### src/hdl/spsa_pkg.sv
// Shared types and constants of the scratch page slot allocator.
// No dependencies; every other file of the block but spsa_ram imports this package.
package spsa_pkg;

    localparam int ADDR_W          = 64;
    localparam int FRAME_W         = 40;
    localparam int ENTRY_W         = 10;
    localparam int ACTION_W        = 2;
    localparam int STATUS_W        = 2;
    localparam int PAGE_SHIFT      = 12;
    localparam int PAGE_W          = ADDR_W - PAGE_SHIFT;
    localparam int SLOTS_PER_TABLE = 512;
    localparam int WORD_BITS       = 64;
    localparam int BIT_W           = 6;
    localparam int BYTES_PER_WORD  = WORD_BITS / 8;

    localparam logic [ACTION_W-1:0] ACT_ALLOC    = 2'd0;
    localparam logic [ACTION_W-1:0] ACT_REASSIGN = 2'd1;
    localparam logic [ACTION_W-1:0] ACT_FREE     = 2'd2;

    localparam logic [STATUS_W-1:0] ST_OK   = 2'd0;
    localparam logic [STATUS_W-1:0] ST_FULL = 2'd1;
    localparam logic [STATUS_W-1:0] ST_BAD  = 2'd2;

    // Commands from the controller to the datapath.
    typedef struct packed {
        logic accept;
        logic scan;
        logic set_full;
        logic find;
        logic alloc_wr;
        logic look;
        logic act;
        logic load_out;
    } spsa_cmd_t;

    // Status from the datapath to the controller.
    typedef struct packed {
        logic found;
        logic exhausted;
        logic out_free;
    } spsa_sts_t;

endpackage

### src/hdl/spsa_ram.sv
// Generic single-port-write, single-port-read RAM with registered read data.
// No dependencies.
module spsa_ram #(
    parameter int WIDTH = 64,
    parameter int DEPTH = 16
) (
    input  logic                     aclk,
    input  logic                     we,
    input  logic [$clog2(DEPTH)-1:0] waddr,
    input  logic [WIDTH-1:0]         wdata,
    input  logic [$clog2(DEPTH)-1:0] raddr,
    output logic [WIDTH-1:0]         rdata
);

    logic [WIDTH-1:0] mem [DEPTH];
    logic [WIDTH-1:0] rdata_reg;

    always_ff @(posedge aclk) begin
        if (we) begin
            mem[waddr] <= wdata;
        end
        rdata_reg <= mem[raddr];
    end

    assign rdata = rdata_reg;

endmodule

### src/hdl/spsa_ctrl.sv
// Controller state machine of the scratch page slot allocator.
// Depends on spsa_pkg; drives the command struct of spsa_dp.
module spsa_ctrl
    import spsa_pkg::*;
(
    input  logic                aclk,
    input  logic                aresetn,
    input  logic                s_valid,
    input  logic [ACTION_W-1:0] s_action,
    output logic                s_ready,
    input  spsa_sts_t           sts,
    output spsa_cmd_t           cmd
);

    typedef enum logic [6:0] {
        S_IDLE   = 7'b0000001,
        S_SCAN   = 7'b0000010,
        S_FIND   = 7'b0000100,
        S_UPDATE = 7'b0001000,
        S_LOOK   = 7'b0010000,
        S_ACT    = 7'b0100000,
        S_DONE   = 7'b1000000
    } state_t;

    state_t state_reg, state_next;

    always_ff @(posedge aclk) begin
        if (!aresetn) begin
            state_reg <= S_IDLE;
        end else begin
            state_reg <= state_next;
        end
    end

    always_comb begin
        state_next = state_reg;
        cmd        = '0;
        s_ready    = 1'b0;
        unique case (state_reg)
            S_IDLE: begin
                s_ready = 1'b1;
                if (s_valid) begin
                    cmd.accept = 1'b1;
                    unique case (s_action)
                        ACT_ALLOC:          state_next = S_SCAN;
                        ACT_REASSIGN,
                        ACT_FREE:           state_next = S_LOOK;
                        default:            state_next = S_DONE;
                    endcase
                end
            end
            S_SCAN: begin
                cmd.scan = 1'b1;
                if (sts.found) begin
                    state_next = S_FIND;
                end else if (sts.exhausted) begin
                    cmd.set_full = 1'b1;
                    state_next   = S_DONE;
                end
            end
            S_FIND: begin
                cmd.find   = 1'b1;
                state_next = S_UPDATE;
            end
            S_UPDATE: begin
                cmd.alloc_wr = 1'b1;
                state_next   = S_DONE;
            end
            S_LOOK: begin
                cmd.look   = 1'b1;
                state_next = S_ACT;
            end
            S_ACT: begin
                cmd.act    = 1'b1;
                state_next = S_DONE;
            end
            S_DONE: begin
                if (sts.out_free) begin
                    cmd.load_out = 1'b1;
                    state_next   = S_IDLE;
                end
            end
            default: begin
                state_next = S_IDLE;
            end
        endcase
    end

endmodule

### src/hdl/spsa_dp.sv
// Datapath of the scratch page slot allocator: request registers, bitmap
// RAM with per-word valid bits, scan pipeline, result and output registers.
// Depends on spsa_pkg and spsa_ram; commanded by spsa_ctrl.
module spsa_dp
    import spsa_pkg::*;
#(
    parameter int TABLE_COUNT = 2
) (
    input  logic                aclk,
    input  logic                aresetn,
    input  logic                cfg_we,
    input  logic [ADDR_W-1:0]   cfg_wdata,
    input  logic [ACTION_W-1:0] s_action,
    input  logic [FRAME_W-1:0]  s_phys_frame,
    input  logic [ADDR_W-1:0]   s_virt_addr,
    input  logic                m_ready,
    input  spsa_cmd_t           cmd,
    output spsa_sts_t           sts,
    output logic                m_valid,
    output logic [ADDR_W-1:0]   m_slot_addr,
    output logic [STATUS_W-1:0] m_status,
    output logic [ENTRY_W-1:0]  m_entry_index,
    output logic [FRAME_W-1:0]  m_entry_frame,
    output logic                m_invalidate
);

    localparam int SLOT_TOTAL = TABLE_COUNT * SLOTS_PER_TABLE;
    localparam int WORDS      = SLOT_TOTAL / WORD_BITS;
    localparam int AW         = $clog2(WORDS);
    localparam int IW         = AW + BIT_W;
    localparam int CW         = AW + 1;

    function automatic logic [2:0] first_set8(input logic [7:0] v);
        logic [2:0] pos;
        pos = '0;
        for (int i = 7; i >= 0; i--) begin
            if (v[i]) begin
                pos = 3'(i);
            end
        end
        return pos;
    endfunction

    // Control state.
    logic [ADDR_W-1:0]   base_reg;
    logic [WORDS-1:0]    bm_vld_reg;
    logic                chk_pend_reg;
    logic [CW-1:0]       scan_cnt_reg;
    logic                m_valid_reg;

    // Payload.
    logic [ACTION_W-1:0] op_reg;
    logic [FRAME_W-1:0]  frame_reg;
    logic [PAGE_W-1:0]   diff_reg;
    logic [AW-1:0]       chk_addr_reg;
    logic [WORD_BITS-1:0] found_word_reg;
    logic [AW-1:0]       found_addr_reg;
    logic [BYTES_PER_WORD-1:0] byte_zero_reg;
    logic [IW-1:0]       slot_idx_reg;
    logic [WORD_BITS-1:0] new_word_reg;
    logic                in_range_reg;
    logic                hit_vld_reg;
    logic [ADDR_W-1:0]   res_addr_reg;
    logic [STATUS_W-1:0] res_status_reg;
    logic [ENTRY_W-1:0]  res_index_reg;
    logic [FRAME_W-1:0]  res_frame_reg;
    logic                res_inval_reg;
    logic [ADDR_W-1:0]   m_addr_reg;
    logic [STATUS_W-1:0] m_status_reg;
    logic [ENTRY_W-1:0]  m_index_reg;
    logic [FRAME_W-1:0]  m_frame_reg;
    logic                m_inval_reg;

    // RAM port signals.
    logic                 ram_we;
    logic [AW-1:0]        ram_waddr;
    logic [WORD_BITS-1:0] ram_wdata;
    logic [AW-1:0]        ram_raddr;
    logic [WORD_BITS-1:0] ram_rdata;

    // Combinational helpers.
    logic [ADDR_W-1:0]    diff_full;
    logic [WORD_BITS-1:0] chk_word;
    logic                 scan_hit;
    logic [BYTES_PER_WORD-1:0] chk_byte_zero;
    logic [2:0]           byte_sel;
    logic [7:0]           sel_byte;
    logic [2:0]           bit_sel;
    logic [BIT_W-1:0]     bit_pos;
    logic [AW-1:0]        look_waddr;
    logic                 look_in_range;
    logic [WORD_BITS-1:0] act_word;
    logic [BIT_W-1:0]     act_bit_pos;
    logic                 free_ok;

    spsa_ram #(
        .WIDTH(WORD_BITS),
        .DEPTH(WORDS)
    ) u_bitmap (
        .aclk (aclk),
        .we   (ram_we),
        .waddr(ram_waddr),
        .wdata(ram_wdata),
        .raddr(ram_raddr),
        .rdata(ram_rdata)
    );

    assign diff_full = s_virt_addr - base_reg;

    // A word that was never written since reset reads as all slots free.
    assign chk_word = bm_vld_reg[chk_addr_reg] ? ram_rdata : '0;
    assign scan_hit = chk_pend_reg && (~chk_word != '0);

    always_comb begin
        for (int b = 0; b < BYTES_PER_WORD; b++) begin
            chk_byte_zero[b] = ~&chk_word[b*8 +: 8];
        end
    end

    assign byte_sel = first_set8(byte_zero_reg);
    assign sel_byte = found_word_reg[byte_sel*8 +: 8];
    assign bit_sel  = first_set8(~sel_byte);
    assign bit_pos  = {byte_sel, bit_sel};

    assign look_waddr    = diff_reg[IW-1:BIT_W];
    assign look_in_range = diff_reg < PAGE_W'(SLOT_TOTAL);

    assign act_word    = hit_vld_reg ? ram_rdata : '0;
    assign act_bit_pos = diff_reg[BIT_W-1:0];
    assign free_ok     = in_range_reg && act_word[act_bit_pos];

    assign ram_raddr = cmd.scan ? scan_cnt_reg[AW-1:0] : look_waddr;
    assign ram_we    = cmd.alloc_wr || (cmd.act && (op_reg == ACT_FREE) && free_ok);
    assign ram_waddr = cmd.alloc_wr ? found_addr_reg : look_waddr;
    assign ram_wdata = cmd.alloc_wr ? new_word_reg
                                    : (act_word & ~(WORD_BITS'(1) << act_bit_pos));

    assign sts.found     = scan_hit;
    assign sts.exhausted = chk_pend_reg && !scan_hit && (chk_addr_reg == AW'(WORDS - 1));
    assign sts.out_free  = !m_valid_reg || m_ready;

    always_ff @(posedge aclk) begin
        if (!aresetn) begin
            base_reg     <= '0;
            bm_vld_reg   <= '0;
            chk_pend_reg <= 1'b0;
            scan_cnt_reg <= '0;
            m_valid_reg  <= 1'b0;
        end else begin
            if (cfg_we) begin
                base_reg <= cfg_wdata;
            end
            if (ram_we) begin
                bm_vld_reg[ram_waddr] <= 1'b1;
            end
            if (cmd.accept) begin
                scan_cnt_reg <= '0;
                chk_pend_reg <= 1'b0;
            end else if (cmd.scan) begin
                if (scan_cnt_reg < CW'(WORDS)) begin
                    scan_cnt_reg <= scan_cnt_reg + 1'b1;
                    chk_pend_reg <= 1'b1;
                end else begin
                    chk_pend_reg <= 1'b0;
                end
            end
            if (cmd.load_out) begin
                m_valid_reg <= 1'b1;
            end else if (m_ready) begin
                m_valid_reg <= 1'b0;
            end
        end
    end

    always_ff @(posedge aclk) begin
        if (cmd.accept) begin
            op_reg         <= s_action;
            frame_reg      <= s_phys_frame;
            diff_reg       <= diff_full[ADDR_W-1:PAGE_SHIFT];
            res_addr_reg   <= '0;
            res_status_reg <= ST_OK;
            res_index_reg  <= '0;
            res_frame_reg  <= '0;
            res_inval_reg  <= 1'b0;
        end
        if (cmd.scan) begin
            chk_addr_reg <= scan_cnt_reg[AW-1:0];
            if (scan_hit) begin
                found_word_reg <= chk_word;
                found_addr_reg <= chk_addr_reg;
                byte_zero_reg  <= chk_byte_zero;
            end
        end
        if (cmd.set_full) begin
            res_status_reg <= ST_FULL;
        end
        if (cmd.find) begin
            slot_idx_reg <= {found_addr_reg, bit_pos};
            new_word_reg <= found_word_reg | (WORD_BITS'(1) << bit_pos);
        end
        if (cmd.alloc_wr) begin
            res_addr_reg  <= base_reg + (ADDR_W'(slot_idx_reg) << PAGE_SHIFT);
            res_index_reg <= ENTRY_W'(slot_idx_reg);
            res_frame_reg <= frame_reg;
            res_inval_reg <= 1'b1;
        end
        if (cmd.look) begin
            in_range_reg <= look_in_range;
            hit_vld_reg  <= look_in_range && bm_vld_reg[look_waddr];
        end
        if (cmd.act) begin
            if (op_reg == ACT_REASSIGN) begin
                if (in_range_reg) begin
                    res_index_reg <= ENTRY_W'(diff_reg[IW-1:0]);
                    res_frame_reg <= frame_reg;
                    res_inval_reg <= 1'b1;
                end else begin
                    res_status_reg <= ST_BAD;
                end
            end else if (!free_ok) begin
                res_status_reg <= ST_BAD;
            end
        end
        if (cmd.load_out) begin
            m_addr_reg   <= res_addr_reg;
            m_status_reg <= res_status_reg;
            m_index_reg  <= res_index_reg;
            m_frame_reg  <= res_frame_reg;
            m_inval_reg  <= res_inval_reg;
        end
    end

    assign m_valid       = m_valid_reg;
    assign m_slot_addr   = m_addr_reg;
    assign m_status      = m_status_reg;
    assign m_entry_index = m_index_reg;
    assign m_entry_frame = m_frame_reg;
    assign m_invalidate  = m_inval_reg;

endmodule

### src/hdl/scratch_page_slot_allocator.sv
// Scratch page slot allocator, top level: spsa_ctrl drives spsa_dp (uses spsa_pkg).
// From request acceptance to m_valid: allocate passes S_SCAN, S_FIND, S_UPDATE and
// S_DONE (S_SCAN goes straight to S_DONE when the window is full), reassign and free
// pass S_LOOK, S_ACT and S_DONE, an unknown action S_DONE. The word scan sets the allocate time.
// One request in flight: a new request is taken only after the result is loaded out.
// Reset (aresetn low, synchronous) frees every slot and zeroes the window base, base_reg.
module scratch_page_slot_allocator
    import spsa_pkg::*;
#(
    parameter int TABLE_COUNT = 2
) (
    input  logic                aclk,
    input  logic                aresetn,
    input  logic                cfg_we,
    input  logic [ADDR_W-1:0]   cfg_wdata,
    input  logic                s_valid,
    output logic                s_ready,
    input  logic [ACTION_W-1:0] s_action,
    input  logic [FRAME_W-1:0]  s_phys_frame,
    input  logic [ADDR_W-1:0]   s_virt_addr,
    output logic                m_valid,
    input  logic                m_ready,
    output logic [ADDR_W-1:0]   m_slot_addr,
    output logic [STATUS_W-1:0] m_status,
    output logic [ENTRY_W-1:0]  m_entry_index,
    output logic [FRAME_W-1:0]  m_entry_frame,
    output logic                m_invalidate
);

    // The used bits live in a RAM of 64-bit words, one bit per slot. Each word
    // has a valid flop cleared by reset; a word never written reads as free.
    // An allocate streams the words through the RAM read port, one per cycle,
    // stops at the first word with a zero bit, locates that bit in two steps
    // (byte, then bit) and writes the word back with the bit set. Reassign and
    // free translate the address with one subtract, range check it, then read
    // the one word they need. s_ready is high only in the idle state.

    spsa_cmd_t cmd;
    spsa_sts_t sts;

    spsa_ctrl u_ctrl (
        .aclk    (aclk),
        .aresetn (aresetn),
        .s_valid (s_valid),
        .s_action(s_action),
        .s_ready (s_ready),
        .sts     (sts),
        .cmd     (cmd)
    );

    // The frame number is not stored in the bitmap: it leaves on m_entry_frame with
    // the page entry write that it belongs to.
    spsa_dp #(
        .TABLE_COUNT(TABLE_COUNT)
    ) u_dp (
        .aclk         (aclk),
        .aresetn      (aresetn),
        .cfg_we       (cfg_we),
        .cfg_wdata    (cfg_wdata),
        .s_action     (s_action),
        .s_phys_frame (s_phys_frame),
        .s_virt_addr  (s_virt_addr),
        .m_ready      (m_ready),
        .cmd          (cmd),
        .sts          (sts),
        .m_valid      (m_valid),
        .m_slot_addr  (m_slot_addr),
        .m_status     (m_status),
        .m_entry_index(m_entry_index),
        .m_entry_frame(m_entry_frame),
        .m_invalidate (m_invalidate)
    );

endmodule

### config.mk
export PLATFORM = sky130hd
export DESIGN_NAME = scratch_page_slot_allocator
export DESIGN_NICKNAME = d
export VERILOG_FILES = /design/src/hdl/spsa_pkg.sv /design/src/hdl/spsa_ram.sv /design/src/hdl/spsa_ctrl.sv /design/src/hdl/spsa_dp.sv /design/src/hdl/scratch_page_slot_allocator.sv
export SDC_FILE = /design/constraint.sdc
export NUM_CORES = 2
export LEC_CHECK = 0
export BUFFER_PORTS_ARGS = -buffer_cell sky130_fd_sc_hd__buf_2
export CAP_MARGIN = 20
export CORE_ASPECT_RATIO = 0.5
export CORE_MARGIN = 2
export CORE_UTILIZATION = 45
export CTS_CLUSTER_DIAMETER = 30
export DETAILED_ROUTE_END_ITERATION = 10
export GPL_TIMING_DRIVEN = 0
export SLEW_MARGIN = 15
export SYNTH_ARGS = -nofsm -noshare
export SYNTH_HDL_FRONTEND = slang
export SYNTH_SLANG_ARGS = --single-unit
### constraint.sdc
create_clock -name aclk -period 10.78 [get_ports aclk]
set_clock_uncertainty 0.15 [all_clocks]
set_input_delay 0.539 -clock aclk [delete_from_list [all_inputs] [get_ports aclk]]
set_output_delay 0.539 -clock aclk [all_outputs]
set_load 0.005 [all_outputs]
==> run summary <==
count of boundary I/O pins: 294
pre-CTS worst setup slack: 4.58 ns
post-route cell area: 82500 sq um
Synth-to-Final Area Change: 20.9%
WHS Path Cells: 3
CP startpoint: u_dp.diff_reg[1]$_DFFE_PP_
hold_sp: s_virt_addr[47]
RSZ-0062 raised after global routing: no
worst setup path class: reg -> reg
Worst R2R Start: u_dp.diff_reg[1]$_DFFE_PP_
slowest stage cell on the critical path: sky130_fd_sc_hd__a221oi_1
post-CTS setup buffer count: 0
root buffer cell: sky130_fd_sc_hd__clkbuf_16
required time reported for the critical path endpoint: 11.14 ns
DP HPWL: 134 mm
starting utilization of the core area: 0.456
die boundary height: 279 um
classification of the worst-slack hold path: in -> reg
Buf+Inv Stages, Crit Path: 5
Worst-path clk slew: 0.06 ns
clock latency reported for the late side of the worst-skew pair: 0.83 ns
combined global-route utilization of all metal layers: 0.246
placer congestion estimate: 0.942
Final Max Slew Viols: 0
period utilisation layout: 0.571
CTS H-tree depth: 4
deepest clock path buffer count: 3
library cell with the highest instance count after synthesis: sky130_fd_sc_hd__edfxtp_1
Crit path largest cell delay: 0.77 ns
Sequential Area: 47900 sq um
transition time of the tightest slew-check pin: 1.28 ns
Die Outline Area: 155000 sq um
flip-flop and latch count after synthesis: 1666
number of enable-type register cells in the synthesized netlist: 1455
leftover overflow at the end of global routing: 0
fraction of synthesis flops using an asynchronous set or reset pin: 0
average detailed-routed wire length per instance: 26.5 um
number of instances in the synthesized netlist: 4351
critical path cell sequence: buf_2, buf_2, buf_2, nand2_1, a21boi_1, o211ai_1, a221oi_1, a311oi_1, a31oi_2, a21oi_1, or2_2, nor2_4, buf_16, buf_12
Highest Clock Rate: 0.163 GHz
Critical Path AT: 6.52 ns
number of filler cells placed in the layout: 11.8k
cells taking the most area after synthesis: sky130_fd_sc_hd__edfxtp_1, sky130_fd_sc_hd__mux4_2, sky130_fd_sc_hd__dfxtp_1
final count of negative-setup-slack endpoints: 0
average cell area after synthesis: 15.7 sq um
count of nets after finishing: 5321
DRT Wirelength: 193 mm
# port buffers: 291
area of the multi-input gates: 19000 sq um
total number of vias: 42.0k
ratio of routed vias to standard cells: 5.80
CP Capture Type: flip-flop
worst max-slew margin expressed relative to the limit: 0.150
Min Clock Period, post-route: 6.15 ns
DP Area: 74000 sq um
number of search-and-repair iterations in the first detailed-routing pass: 6
Largest register FFs: 1024
Std-Cell Rows: 100
count of warnings emitted by yosys: 0
number of nets produced by synthesis: 4602
minimum setup slack in the final design: 4.63 ns
leakage component of the power: 28.1 nW
vias in the first global route: 41.9k
most common library cells after synthesis: sky130_fd_sc_hd__edfxtp_1, sky130_fd_sc_hd__nand2_1, sky130_fd_sc_hd__mux4_2
sequential fraction of the synthesis area: 0.702
total of max-cap violations: 0
first-pass GRT wire length: 280 mm
run status: complete, no violations
peak supply drop: 0.137 mV
logic depth of the worst setup path including buffers: 14
CTS tree: built
Power per Cell Area: 204 nW/um^2
largest net degree at the start of global routing: 53
core area: 150000 sq um
number of DRC violations after detailed routing: 0
Hold Violations, Final: 0
share of final-layout standard cells stronger than drive strength 1: 0.230
depth of the worst register-to-register path: 14
element type at the critical path start: flip-flop
number of antenna violations at the first check in global routing: 12
post-synth top area share: 0.640
cell class contributing the biggest share of worst-path delay: compound AO/OA/AOI/OAI gates
dominant cell type by area after synthesis: sky130_fd_sc_hd__edfxtp_1
most common flop cell mapped by yosys: sky130_fd_sc_hd__edfxtp_1
Die X: 555 um
number of routed nets with antenna violations: 0
netlist area before placement: 68200 sq um
count of cell types in the netlist: 84
CTS Sinks: 1666
cell seen most often among critical-path stages: sky130_fd_sc_hd__buf_2
initial detailed-routing violation count: 4355
highest net fanout along the worst path: 18
Most flops, register: u_dp.u_bitmap.mem
number of clock buffers inserted by TritonCTS: 209
-- area by class of cell --
type | count | area share
Antenna cell | 5 | 0.000152
Timing Repair Buffer | 508 | 0.0517
Multi-Input combinational cell | 2341 | 0.230
Clock buffer | 241 | 0.0674
Inverter | 117 | 0.00538
Clock inverter | 158 | 0.0212
Sequential cell | 1666 | 0.581
Tap cell | 1989 | 0.0302
Buffer | 227 | 0.0130
-- metrics by stage --
stage | hold slack (ns) | setup TNS (ns) | power [mW] | cells | utilization
detailed placement | 0.255 | 0 | 9.72 | 6729 | 0.494
CTS | 0.0695 | 0 | 16.9 | 7236 | 0.550
global route | 0.106 | 0 | 17.4 | 7250 | 0.551
global placement | 0.251 | -317.86 | 9.62 | 6631 | 0.482
finish | 0.103 | 0 | 16.9 | 7252 | 0.551
floorplan | 0.250 | 0 | 8.91 | 4351 | -
-- where the power goes --
group	switching, mW	total (mW)	internal, mW
registers	0.158	7.67	7.51
logic	1.28	1.99	0.713
clock network	2.94	7.20	4.26
total	4.38	16.9	12.5
-- placed cells by master (no fill, tap or decap), drive strengths merged, types with 8 or more instances in the layout --
master and instances:
nor2 136, or4 8, or3 10, clkinv 62
nor3b 8, a21oi 119, a211oi 80, mux2i 88
nor3 37, nor4 38, nand4 48, clkinvlp 23
a21o 50, nand3 112, inv 171, dfxtp 211
buf 486, and2 138, xnor2 46, a31oi 100
o21a 13, o211ai 12, and3 21, dlygate4sd3 108
xor2 26, o21bai 24, o21ai 163, nor2b 78
o31ai 26, edfxtp 1455, nand2 470, mux4 279
clkbuf 382, a31o 24, o41ai 16, nand2b 9
ha 75, and4 9, bufinv 19, or2 10
-- timing repair --
item | in CTS | in global routing
gates resized for setup | 0 | 0
hold endpoints to repair | 109 | 0
hold buffers | 108 | 0
-- layer usage --
metal,track usage,vias to the layer above,share of wire
met5,0,-,0
met2,0.383,1709,0.46
met4,0.0696,0,0.023
met1,0.352,21600,0.44
li1,-,18400,-
met3,0.0515,275,0.078
-- worst paths after layout --
check | endpoint | slack [ns]
max | u_dp.u_bitmap.mem[5][28]$_DFFE_PP_ | 4.63
min | u_dp.diff_reg[35]$_DFFE_PP_ | 0.10
max reg2reg | u_dp.u_bitmap.mem[5][28]$_DFFE_PP_ | 4.63
min reg2reg | u_dp.m_slot_addr[16]$_DFFE_PP_ | 0.26
-- logic make-up after synthesis --
logic type      after synthesis  synth area share
compound gates              675            0.0649
xor+xnor                     72           0.00924
fa+ha+maj                    76            0.0140
buf+inv                     344            0.0220
flops                      1666             0.702
mux                         372             0.106
simple gates               1146            0.0816
-- worst min-delay path: cells and delay by family --
kind / cells / cell delay, ns
XOR/XNOR: 1 / 0.09
adder cells (fa/ha/maj): 1 / 0.19
buffers and inverters: 1 / 0.09
Power figures use the tool's default switching activity.
